## config.mk

```make
export PLATFORM = sky130hd
export DESIGN_NAME = ps2_host_controller_top
export DESIGN_NICKNAME = d
export VERILOG_FILES = /design/src/sv/ps2hc_pkg.sv /design/src/sv/ps2hc_top.sv /design/src/sv/ps2hc_cfg_regs.sv /design/src/sv/ps2hc_core.sv /design/src/sv/ps2hc_out_reg.sv
export SDC_FILE = /design/constraint.sdc
export NUM_CORES = 1
export LEC_CHECK = 0
export ABC_AREA = 1
export BUFFER_PORTS_ARGS = -buffer_cell sky130_fd_sc_hd__clkbuf_2
export CORE_ASPECT_RATIO = 0.8
export CORE_MARGIN = 2
export CORE_UTILIZATION = 55
export DETAILED_ROUTE_END_ITERATION = 8
export GPL_TIMING_DRIVEN = 0
export PLACE_DENSITY = 0.76
export SLEW_MARGIN = 20
export SYNTH_ARGS = -nofsm -noshare
export SYNTH_HDL_FRONTEND = slang
export SYNTH_SLANG_ARGS = --single-unit
```

## constraint.sdc

```tcl
create_clock -name clk -period 6.55 [get_ports clk]
set_clock_uncertainty 0.1 [all_clocks]
set_input_delay 0.3275 -clock clk [delete_from_list [all_inputs] [get_ports clk]]
set_output_delay 0.3275 -clock clk [all_outputs]
set_load 0.05 [all_outputs]
```

## src/sv/ps2hc_pkg.sv

```systemverilog
// ----------------------------------------------------------------------------
// ps2hc_pkg
// Shared types and codes for the two-port PS/2 host controller.
// ----------------------------------------------------------------------------
package ps2hc_pkg;

  // Bus action codes carried by each input item.
  localparam logic [2:0] ACT_READ_DATA   = 3'd0;
  localparam logic [2:0] ACT_READ_STATUS = 3'd1;
  localparam logic [2:0] ACT_WRITE_DATA  = 3'd2;
  localparam logic [2:0] ACT_WRITE_CMD   = 3'd3;
  localparam logic [2:0] ACT_PORT1_BYTE  = 3'd4;
  localparam logic [2:0] ACT_PORT2_BYTE  = 3'd5;

  // Controller commands.
  localparam logic [7:0] CMD_READ_CFG  = 8'h20;
  localparam logic [7:0] CMD_WRITE_CFG = 8'h60;
  localparam logic [7:0] CMD_DIS_P2    = 8'ha7;
  localparam logic [7:0] CMD_EN_P2     = 8'ha8;
  localparam logic [7:0] CMD_TEST_P2   = 8'ha9;
  localparam logic [7:0] CMD_SELF_TEST = 8'haa;
  localparam logic [7:0] CMD_TEST_P1   = 8'hab;
  localparam logic [7:0] CMD_DIS_P1    = 8'had;
  localparam logic [7:0] CMD_EN_P1     = 8'hae;
  localparam logic [7:0] CMD_SEND_P1   = 8'hd1;
  localparam logic [7:0] CMD_SEND_P2   = 8'hd4;

  // Bit positions in the controller config byte.
  localparam int CFG_BIT_IRQ1 = 0;
  localparam int CFG_BIT_IRQ2 = 1;
  localparam int CFG_BIT_SYS  = 2;
  localparam int CFG_BIT_CLK1 = 4;
  localparam int CFG_BIT_CLK2 = 5;

  localparam logic [7:0] CTRL_CFG_RESET = 8'h30;

  // Command waiting for its data byte.
  localparam logic [1:0] PEND_NONE = 2'd0;
  localparam logic [1:0] PEND_CFG  = 2'd1;
  localparam logic [1:0] PEND_P1   = 2'd2;
  localparam logic [1:0] PEND_P2   = 2'd3;

  // Configuration register indexes.
  localparam logic [1:0] REG_SELF_TEST_CODE      = 2'd0;
  localparam logic [1:0] REG_PORT1_TEST_CODE     = 2'd1;
  localparam logic [1:0] REG_PORT2_TEST_CODE     = 2'd2;
  localparam logic [1:0] REG_SECOND_PORT_PRESENT = 2'd3;

  localparam logic [7:0] SELF_TEST_PASS = 8'h55;

  typedef struct packed {
    logic [2:0] action;
    logic [7:0] bus_byte;
  } in_item_t;

  typedef struct packed {
    logic [7:0] read_byte;
    logic       device_send_valid;
    logic       device_send_port;
    logic [7:0] device_send_byte;
    logic       irq_first;
    logic       irq_second;
  } out_item_t;

  typedef struct packed {
    logic [7:0] self_test_code;
    logic [2:0] port1_test_code;
    logic [2:0] port2_test_code;
    logic       second_port_present;
  } cfg_t;

endpackage

```

## src/sv/ps2hc_top.sv

```systemverilog
// ----------------------------------------------------------------------------
// ps2_host_controller_top
// Two-port PS/2 host controller, one bus access or device byte per item.
// ----------------------------------------------------------------------------
// Each input item is one host bus access (data read, status read, data write,
// command write) or one byte arriving from port 1 or port 2, and every item
// gives exactly one result item. The block takes one item per clock cycle;
// an item passes through an input register, a combinational decode that
// updates the controller state, and a result register, which offers its
// result on the result channel. Only a stall on the result channel slows
// the block, and then by the cycles it is held. Configuration registers
// (test codes, second port present) are written through the configuration
// channel, which is always ready.
module ps2_host_controller_top (
  input  logic                  clk,
  input  logic                  rst,
  input  logic                  in_valid,
  output logic                  in_stall,
  input  ps2hc_pkg::in_item_t   in_item,
  output logic                  out_valid,
  input  logic                  out_stall,
  output ps2hc_pkg::out_item_t  out_item,
  input  logic                  cfg_valid,
  output logic                  cfg_ready,
  input  logic [1:0]            cfg_index,
  input  logic [7:0]            cfg_data
);
  import ps2hc_pkg::*;

  cfg_t      cfg;
  logic      stage_valid;
  in_item_t  stage_item;
  out_item_t result;
  logic      out_free;
  logic      advance;

  assign cfg_ready = 1'b1;

  ps2hc_cfg_regs u_cfg_regs (
    .clk      (clk),
    .rst      (rst),
    .wr_en    (cfg_valid && cfg_ready),
    .wr_index (cfg_index),
    .wr_data  (cfg_data),
    .cfg      (cfg)
  );

  // The staged item moves on whenever the result register has room.
  assign advance  = stage_valid && out_free;
  assign in_stall = stage_valid && !out_free;

  always_ff @(posedge clk) begin
    if (rst) begin
      stage_valid <= 1'b0;
    end else if (!in_stall) begin
      stage_valid <= in_valid;
    end
  end

  always_ff @(posedge clk) begin
    if (in_valid && !in_stall) begin
      stage_item <= in_item;
    end
  end

  ps2hc_core u_core (
    .clk     (clk),
    .rst     (rst),
    .advance (advance),
    .item    (stage_item),
    .cfg     (cfg),
    .result  (result)
  );

  ps2hc_out_reg u_out_reg (
    .clk       (clk),
    .rst       (rst),
    .load      (stage_valid),
    .load_item (result),
    .free      (out_free),
    .out_valid (out_valid),
    .out_stall (out_stall),
    .out_item  (out_item)
  );

endmodule

```

## src/sv/ps2hc_cfg_regs.sv

```systemverilog
// ----------------------------------------------------------------------------
// ps2hc_cfg_regs
// Configuration registers written through the configuration channel.
// ----------------------------------------------------------------------------
module ps2hc_cfg_regs (
  input  logic             clk,
  input  logic             rst,
  input  logic             wr_en,
  input  logic [1:0]       wr_index,
  input  logic [7:0]       wr_data,
  output ps2hc_pkg::cfg_t  cfg
);
  import ps2hc_pkg::*;

  always_ff @(posedge clk) begin
    if (rst) begin
      cfg.self_test_code      <= SELF_TEST_PASS;
      cfg.port1_test_code     <= 3'd0;
      cfg.port2_test_code     <= 3'd0;
      cfg.second_port_present <= 1'b1;
    end else if (wr_en) begin
      unique case (wr_index)
        REG_SELF_TEST_CODE:      cfg.self_test_code      <= wr_data;
        REG_PORT1_TEST_CODE:     cfg.port1_test_code     <= wr_data[2:0];
        REG_PORT2_TEST_CODE:     cfg.port2_test_code     <= wr_data[2:0];
        REG_SECOND_PORT_PRESENT: cfg.second_port_present <= wr_data[0];
        default: ;
      endcase
    end
  end

endmodule

```

## src/sv/ps2hc_core.sv

```systemverilog
// ----------------------------------------------------------------------------
// ps2hc_core
// Controller state and the decode of one bus access or device byte.
// ----------------------------------------------------------------------------
module ps2hc_core (
  input  logic                  clk,
  input  logic                  rst,
  input  logic                  advance,
  input  ps2hc_pkg::in_item_t   item,
  input  ps2hc_pkg::cfg_t       cfg,
  output ps2hc_pkg::out_item_t  result
);
  import ps2hc_pkg::*;

  logic [7:0] controller_config, controller_config_next;
  logic [7:0] out_buffer, out_buffer_next;
  logic       out_full, out_full_next;
  logic [1:0] pending_kind, pending_kind_next;
  logic       last_was_command, last_was_command_next;

  always_comb begin
    controller_config_next = controller_config;
    out_buffer_next        = out_buffer;
    out_full_next          = out_full;
    pending_kind_next      = pending_kind;
    last_was_command_next  = last_was_command;
    result                 = '0;

    unique case (item.action)
      ACT_READ_DATA: begin
        result.read_byte = out_buffer;
        out_full_next    = 1'b0;
      end
      ACT_READ_STATUS: begin
        result.read_byte = {4'd0, last_was_command, controller_config[CFG_BIT_SYS],
                            1'b0, out_full};
      end
      ACT_WRITE_DATA: begin
        last_was_command_next = 1'b0;
        pending_kind_next     = PEND_NONE;
        if (pending_kind == PEND_CFG) begin
          controller_config_next = item.bus_byte;
        end else if (pending_kind == PEND_P2) begin
          // A byte for an absent second port is discarded.
          if (cfg.second_port_present) begin
            result.device_send_valid = 1'b1;
            result.device_send_port  = 1'b1;
            result.device_send_byte  = item.bus_byte;
          end
        end else begin
          result.device_send_valid = 1'b1;
          result.device_send_byte  = item.bus_byte;
        end
      end
      ACT_WRITE_CMD: begin
        last_was_command_next = 1'b1;
        pending_kind_next     = PEND_NONE;
        unique case (item.bus_byte)
          CMD_READ_CFG: begin
            out_buffer_next = controller_config;
            out_full_next   = 1'b1;
          end
          CMD_WRITE_CFG: pending_kind_next = PEND_CFG;
          CMD_DIS_P2:    controller_config_next[CFG_BIT_CLK2] = 1'b1;
          CMD_EN_P2: begin
            if (cfg.second_port_present) begin
              controller_config_next[CFG_BIT_CLK2] = 1'b0;
            end
          end
          CMD_TEST_P2: begin
            out_buffer_next = {5'd0, cfg.port2_test_code};
            out_full_next   = 1'b1;
          end
          CMD_SELF_TEST: begin
            out_buffer_next = cfg.self_test_code;
            out_full_next   = 1'b1;
          end
          CMD_TEST_P1: begin
            out_buffer_next = {5'd0, cfg.port1_test_code};
            out_full_next   = 1'b1;
          end
          CMD_DIS_P1:  controller_config_next[CFG_BIT_CLK1] = 1'b1;
          CMD_EN_P1:   controller_config_next[CFG_BIT_CLK1] = 1'b0;
          CMD_SEND_P1: pending_kind_next = PEND_P1;
          CMD_SEND_P2: pending_kind_next = PEND_P2;
          default: ;
        endcase
      end
      ACT_PORT1_BYTE: begin
        if (!out_full && !controller_config[CFG_BIT_CLK1]) begin
          out_buffer_next  = item.bus_byte;
          out_full_next    = 1'b1;
          result.irq_first = controller_config[CFG_BIT_IRQ1];
        end
      end
      ACT_PORT2_BYTE: begin
        if (!out_full && cfg.second_port_present && !controller_config[CFG_BIT_CLK2]) begin
          out_buffer_next   = item.bus_byte;
          out_full_next     = 1'b1;
          result.irq_second = controller_config[CFG_BIT_IRQ2];
        end
      end
      default: ;
    endcase
  end

  always_ff @(posedge clk) begin
    if (rst) begin
      controller_config <= CTRL_CFG_RESET;
      out_buffer        <= 8'd0;
      out_full          <= 1'b0;
      pending_kind      <= PEND_NONE;
      last_was_command  <= 1'b0;
    end else if (advance) begin
      controller_config <= controller_config_next;
      out_buffer        <= out_buffer_next;
      out_full          <= out_full_next;
      pending_kind      <= pending_kind_next;
      last_was_command  <= last_was_command_next;
    end
  end

endmodule

```

## src/sv/ps2hc_out_reg.sv

```systemverilog
// ----------------------------------------------------------------------------
// ps2hc_out_reg
// Result register that holds one item until the receiver takes it.
// ----------------------------------------------------------------------------
module ps2hc_out_reg (
  input  logic                  clk,
  input  logic                  rst,
  input  logic                  load,
  input  ps2hc_pkg::out_item_t  load_item,
  output logic                  free,
  output logic                  out_valid,
  input  logic                  out_stall,
  output ps2hc_pkg::out_item_t  out_item
);
  import ps2hc_pkg::*;

  // The register can take a new item in the same cycle the old one leaves.
  assign free = !out_valid || !out_stall;

  always_ff @(posedge clk) begin
    if (rst) begin
      out_valid <= 1'b0;
    end else if (free) begin
      out_valid <= load;
    end
  end

  always_ff @(posedge clk) begin
    if (load && free) begin
      out_item <= load_item;
    end
  end

endmodule

```

Word level (Yosys, flattened, before mapping):

Cells that the tools add are included.
Widths: inputs -> output; s select.

* eq/ne operators: 29
* muxes and demuxes: 20
* bitwise operators: 2
* reductions and logical operators: 34

Operators by type and width (count)
* $eq 8x8->1 const B: 9
* $pmux 8 s4: 1
* $mux 8: 3
* $pmux 8 s3: 1
* $pmux 8 s2: 1
* $reduce_and 5->1: 3
* $reduce_and 2->1: 7
* $mux 10: 1
* $ne 3x3->1 const B: 3
* $eq 8x6->1 const B: 1
* $eq 8x7->1 const B: 1
* $pmux 2 s2: 2
* $logic_not 1->1: 7
* $eq 2x2->1 const B: 3
* $eq 3x2->1 const B: 2
* $eq 3x3->1 const B: 2
* $logic_and 1x1->1: 6
* $mux 6: 1
* $ne 2x1->1 const B: 3
* $pmux 1 s2: 3
* $pmux 2 s3: 1
* $mux 1: 5
* $ne 5x5->1 const B: 1
* $eq 2x1->1 const B: 2
* other kinds (15): 16

* word-level logic and storage cells: 106
* output and inout bits: 23
* register bits: 68
* input port bits: 26

Longest topological paths before layout:

* depth in word-level cells: 6
* gate-level depth with buffers: 11
* gate-level depth less buffers: 10

Hierarchy:

From an unflattened synthesis, not the netlist that was laid out.

* cell total of the unflattened synthesis: 380
* area total of the unflattened synthesis: 3166.8 µm²

Modules (own cells, without submodules)
* ps2hc_core: cells an instance 241, area each 1461.4 µm², sequential area each 400.4 µm², instances 1
* ps2hc_cfg_regs: cells an instance 92, area each 663.1 µm², sequential area each 300.3 µm², instances 1
* ps2hc_out_reg: cells an instance 25, area each 644.4 µm², sequential area each 620.6 µm², instances 1
* ps2_host_controller_top: cells an instance 22, area each 397.9 µm², sequential area each 350.3 µm², instances 1

Worst setup path after synthesis:

No wires, ideal clock.

* kind: reg-to-reg
* start: reg u_out_reg.out_valid
* end: reg u_core.out_buffer[3]
* setup slack: 4238 ps
* path buffers: 1
* library setup time: 115 ps
* cell stages (with the launch flop): 8
* clock period less this slack: 2312 ps
* data required time: 6335 ps
* arrival: 2097 ps
* path through: dfxtp_1 a21oi_2 nand3_2 nor2_8 nand2_4 buf_6 nor3_2 nor2_1

* word-level cells in the longest chain between the ends: 4

RTL lines
* from (decl): RTL line ps2hc_out_reg.sv:11 `output logic out_valid,`
* from (signal assigned): RTL line ps2hc_out_reg.sv:24 `out_valid <= load;`
* $logic_not 1->1: RTL line ps2hc_out_reg.sv:18 `assign free = !out_valid || !out_stall;`
* $logic_or 1x1->1: RTL line ps2hc_out_reg.sv:18
* $logic_and 1x1->1: RTL line ps2hc_top.sv:49 `assign advance = stage_valid && out_free;`
* named net advance: RTL line ps2hc_top.sv:35 `logic advance;`
* $reduce_and 5->1 (no line)
* to (signal assigned): RTL line ps2hc_core.sv:116 `out_buffer <= out_buffer_next;`
* to (decl): RTL line ps2hc_core.sv:16 `logic [7:0] out_buffer, out_buffer_next;`

The timed path passes the listed nets, and every way through them passes these cells.
A chain may end at the register's enable or synchronous reset.

Worst setup path in the final report:

* start: reg stage_valid
* end: reg u_core.out_buffer[5]

* word-level cells in the longest chain between the ends: 2

RTL lines
* from (decl): RTL line ps2hc_top.sv:31 `logic stage_valid;`
* from (signal assigned): RTL line ps2hc_top.sv:56 `stage_valid <= in_valid;`
* $logic_and 1x1->1: RTL line ps2hc_top.sv:49
* named net advance: RTL line ps2hc_top.sv:35
* $reduce_and 5->1 (no line)

The timed path passes the listed nets, and every way through them passes these cells.

==> qor.txt <==
Run status = complete, no violations
HPWL Detailed = 4.702 mm
Net Sw Frac = 26.91%
Slew @ Worst Pin = 0.7301 ns
Initial Util = 56.84%
Post-Syn Area per Cell = 8.487 sq um
Hold Path Cell Cnt = 1
Most common cell in the synthesized netlist = nor2_1
Post-Syn Area = 0.003089 sq mm
Routed wire per std cell = 12.24 um
Post-synthesis cell count = 364
Die area = 0.006236 sq mm
Synth Register Bits = 68
Post-layout instance area = 0.003590 sq mm
Synth cell count leaders = 66 x nor2_1, 56 x nand2_1, 40 x inv_1
Library cells used by synthesis = 35
Max frequency = 0.4991 GHz
Crit path capture type = flop
Setup TNS = 0 ns
GRT Total Usage = 21.89%
CP Class = reg -> reg
Unrepaired setup endpoints after global routing = no
Post_cts resized = 0
Reg2reg path depth = 8
Dominant cells by area after synthesis = edfxtp_1 30%, dfxtp_1 24%, nor2_1 8.0%, nand2_1 6.8%, nand3_1 5.0%
Final nets = 448
Share of layout cells above drive strength 1 = 22.25%
DRT Wirelength = 6.183 mm
R2R setup slack = 4.55 ns
Min Tclk post-route = 2.003 ns
MaxCap Viol Count = 0
Vias per cell = 4.945
Routability Congestion = 0.9482
Initial antenna violation count = 0
Max IR drop VDD = 0.1841 mV
Pre-antenna DRT Iters = 5
Leak Pwr = 1.553 nW
Final Slew Violations = 0
Drc violations = 0
Post-synth EDFFs = 31
Tcrit/Tclk final = 30.59%
Reg clk slew, reported paths = 0.07 ns
Top FF cell, synth = dfxtp_1
Die height = 71.04 um
Clock Sinks = 68
Gate power share = 10.8%
Synth async-reset ratio = 0%
I/O pin total = 49
Final Hold Vio Count = 0
Hold buffer count at cts = 0
CP arrival = 2.14 ns
PortBufs = 47
Area growth from synthesis to layout = 16.20%
Internal power = 0.6193 mW
Dpl cell area = 0.003422 sq mm
Cell taking the most area after synthesis = edfxtp_1
GRT overflow = 0
Switching pwr = 0.2280 mW
Vias in the first global route = 2176
Core Box Area = 0.005435 sq mm
Slew headroom = 51.00%
Critical Path RT = 6.69 ns
TritonCTS clock tree = built
Post-synth top area share = 30.13%
Cell Rows = 24
Register area share after synthesis = 54.11%
Clock network fraction of total power = 33.7%
# H-tree levels = 3
Power density over cell area = 236.0 mW/mm^2
DRT iter0 DRCs = 189
Cts bufs inserted = 9
Ant diodes = 0
Crit path max fanout = 23
Syn_nets = 390
Sequential power share = 55.6%
Largest net degree at the start of global routing = 24
Post-CTS setup buffer count = 0
Die width = 87.79 um
Hold Crit Class = in -> reg
Yosys warnings = 0
Setup crit start kind = flop
Max clock buf depth = 2
Clock Latency Late Sink = 0.34 ns
Via count = 2497
Final-report setup violation count = 0
Routed Antenna Nets = 0
First-pass GRT wire length = 10.28 mm
Root Driver = clkbuf_8
## cells in the final DEF (no fill, tap or decap), types with 2 or more instances in the layout
cell / netlist / layout
inv_1: 40 / 40
nand2_4: 2 / 2
nand4_1: 4 / 4
inv_2: 4 / 4
a21oi_1: 26 / 26
nor2_4: 2 / 2
nor2_2: 3 / 3
nor3_2: 6 / 6
nand2_1: 56 / 56
nand3_4: 2 / 2
buf_2: 2 / 2
dfxtp_1: 37 / 37
edfxtp_1: 31 / 31
clkinvlp_4: 0 / 2
clkinv_1: 1 / 3
nor2_1: 66 / 66
clkbuf_2: 0 / 47
clkbuf_1: 2 / 3
o21ai_0: 19 / 19
clkinv_2: 0 / 2
nand2_2: 7 / 7
nand3_1: 31 / 31
clkbuf_8: 0 / 9
nor3_1: 6 / 6
o22ai_1: 3 / 3
## flip-flops by register name, summed over array words and instances (netlist names)
signal                    cells
u_core.pending_kind           2
u_out_reg.out_item           20
u_core.last_was_command       1
u_core.out_full               1
stage_item                   11
stage_valid                   1
u_out_reg.out_valid           1
u_core.out_buffer             8
u_core.controller_config      8
u_cfg_regs.cfg               15
## critical path, cell delays in order (launching register included)
cell and delay, ns:
dfxtp_1 0.31, inv_1 0.07, a21oi_4 0.55, nand3_2 0.25, nor2_8 0.20, nand2_4 0.06, buf_6 0.15, nor3_2 0.15
nor2_1 0.05
## per-layer routing
metal / global-route usage, % / up-vias / wire length [um]
li1: - / 1313 / -
met1: 31.44 / 1112 / 3075
met2: 31.57 / 65 / 2667
met3: 7.701 / 7 / 377
met4: 5.983 / 0 / 63
met5: 0 / - / 0
## stage by stage
step	instances	setup WS [ns]	power [mW]	hold WS (ns)	util, %
finish	505	4.547	0.8473	0.05943	66.05
global route	505	4.370	0.8834	0.04150	66.05
CTS	505	4.138	0.8524	0.04914	65.91
detailed placement	489	4.076	0.5704	0.3453	62.96
global placement	489	4.107	0.5688	0.3446	62.96
floorplan	364	4.238	0.5439	0.3264	-
## cell families after synthesis
family / share of synthesized area (%)
AND/OR/NAND/NOR: 29.81
flip-flops: 54.11
AO/OA/AOI/OAI: 8.829
other: 0.1214
buffers and inverters: 7.128
## power by group through the flow
stage               combinational (mW)  clock [mW]  sequential [mW]
global placement                0.0892           0            0.480
finish                          0.0913       0.285            0.471
global route                     0.101       0.310            0.472
CTS                             0.0907       0.291            0.471
floorplan                       0.0487           0            0.495
detailed placement              0.0904           0            0.480
## final timing paths
path / start / end
max: stage_valid$_SDFFE_PP0N_ / u_core.out_buffer[5]$_SDFFE_PP0P_
min: in_item[3] / stage_item[3]$_DFFE_PP_
max reg2reg: stage_valid$_SDFFE_PP0N_ / u_core.out_buffer[5]$_SDFFE_PP0P_
min reg2reg: u_cfg_regs.cfg[11]$_SDFFE_PP1P_ / u_cfg_regs.cfg[11]$_SDFFE_PP1P_
## final cells by class
cell class	count	area [sq um]
Clock buffer	10	127.6
Inverter	47	183.9
Fill cell	475	1846
Multi-Input combinational cell	243	1205
Buffer	6	36.28
Timing Repair Buffer	47	235.2
Clock inverter	6	32.53
Tap cell	78	97.59
Sequential cell	68	1672
No activity file was read; power rests on OpenSTA's default activity.
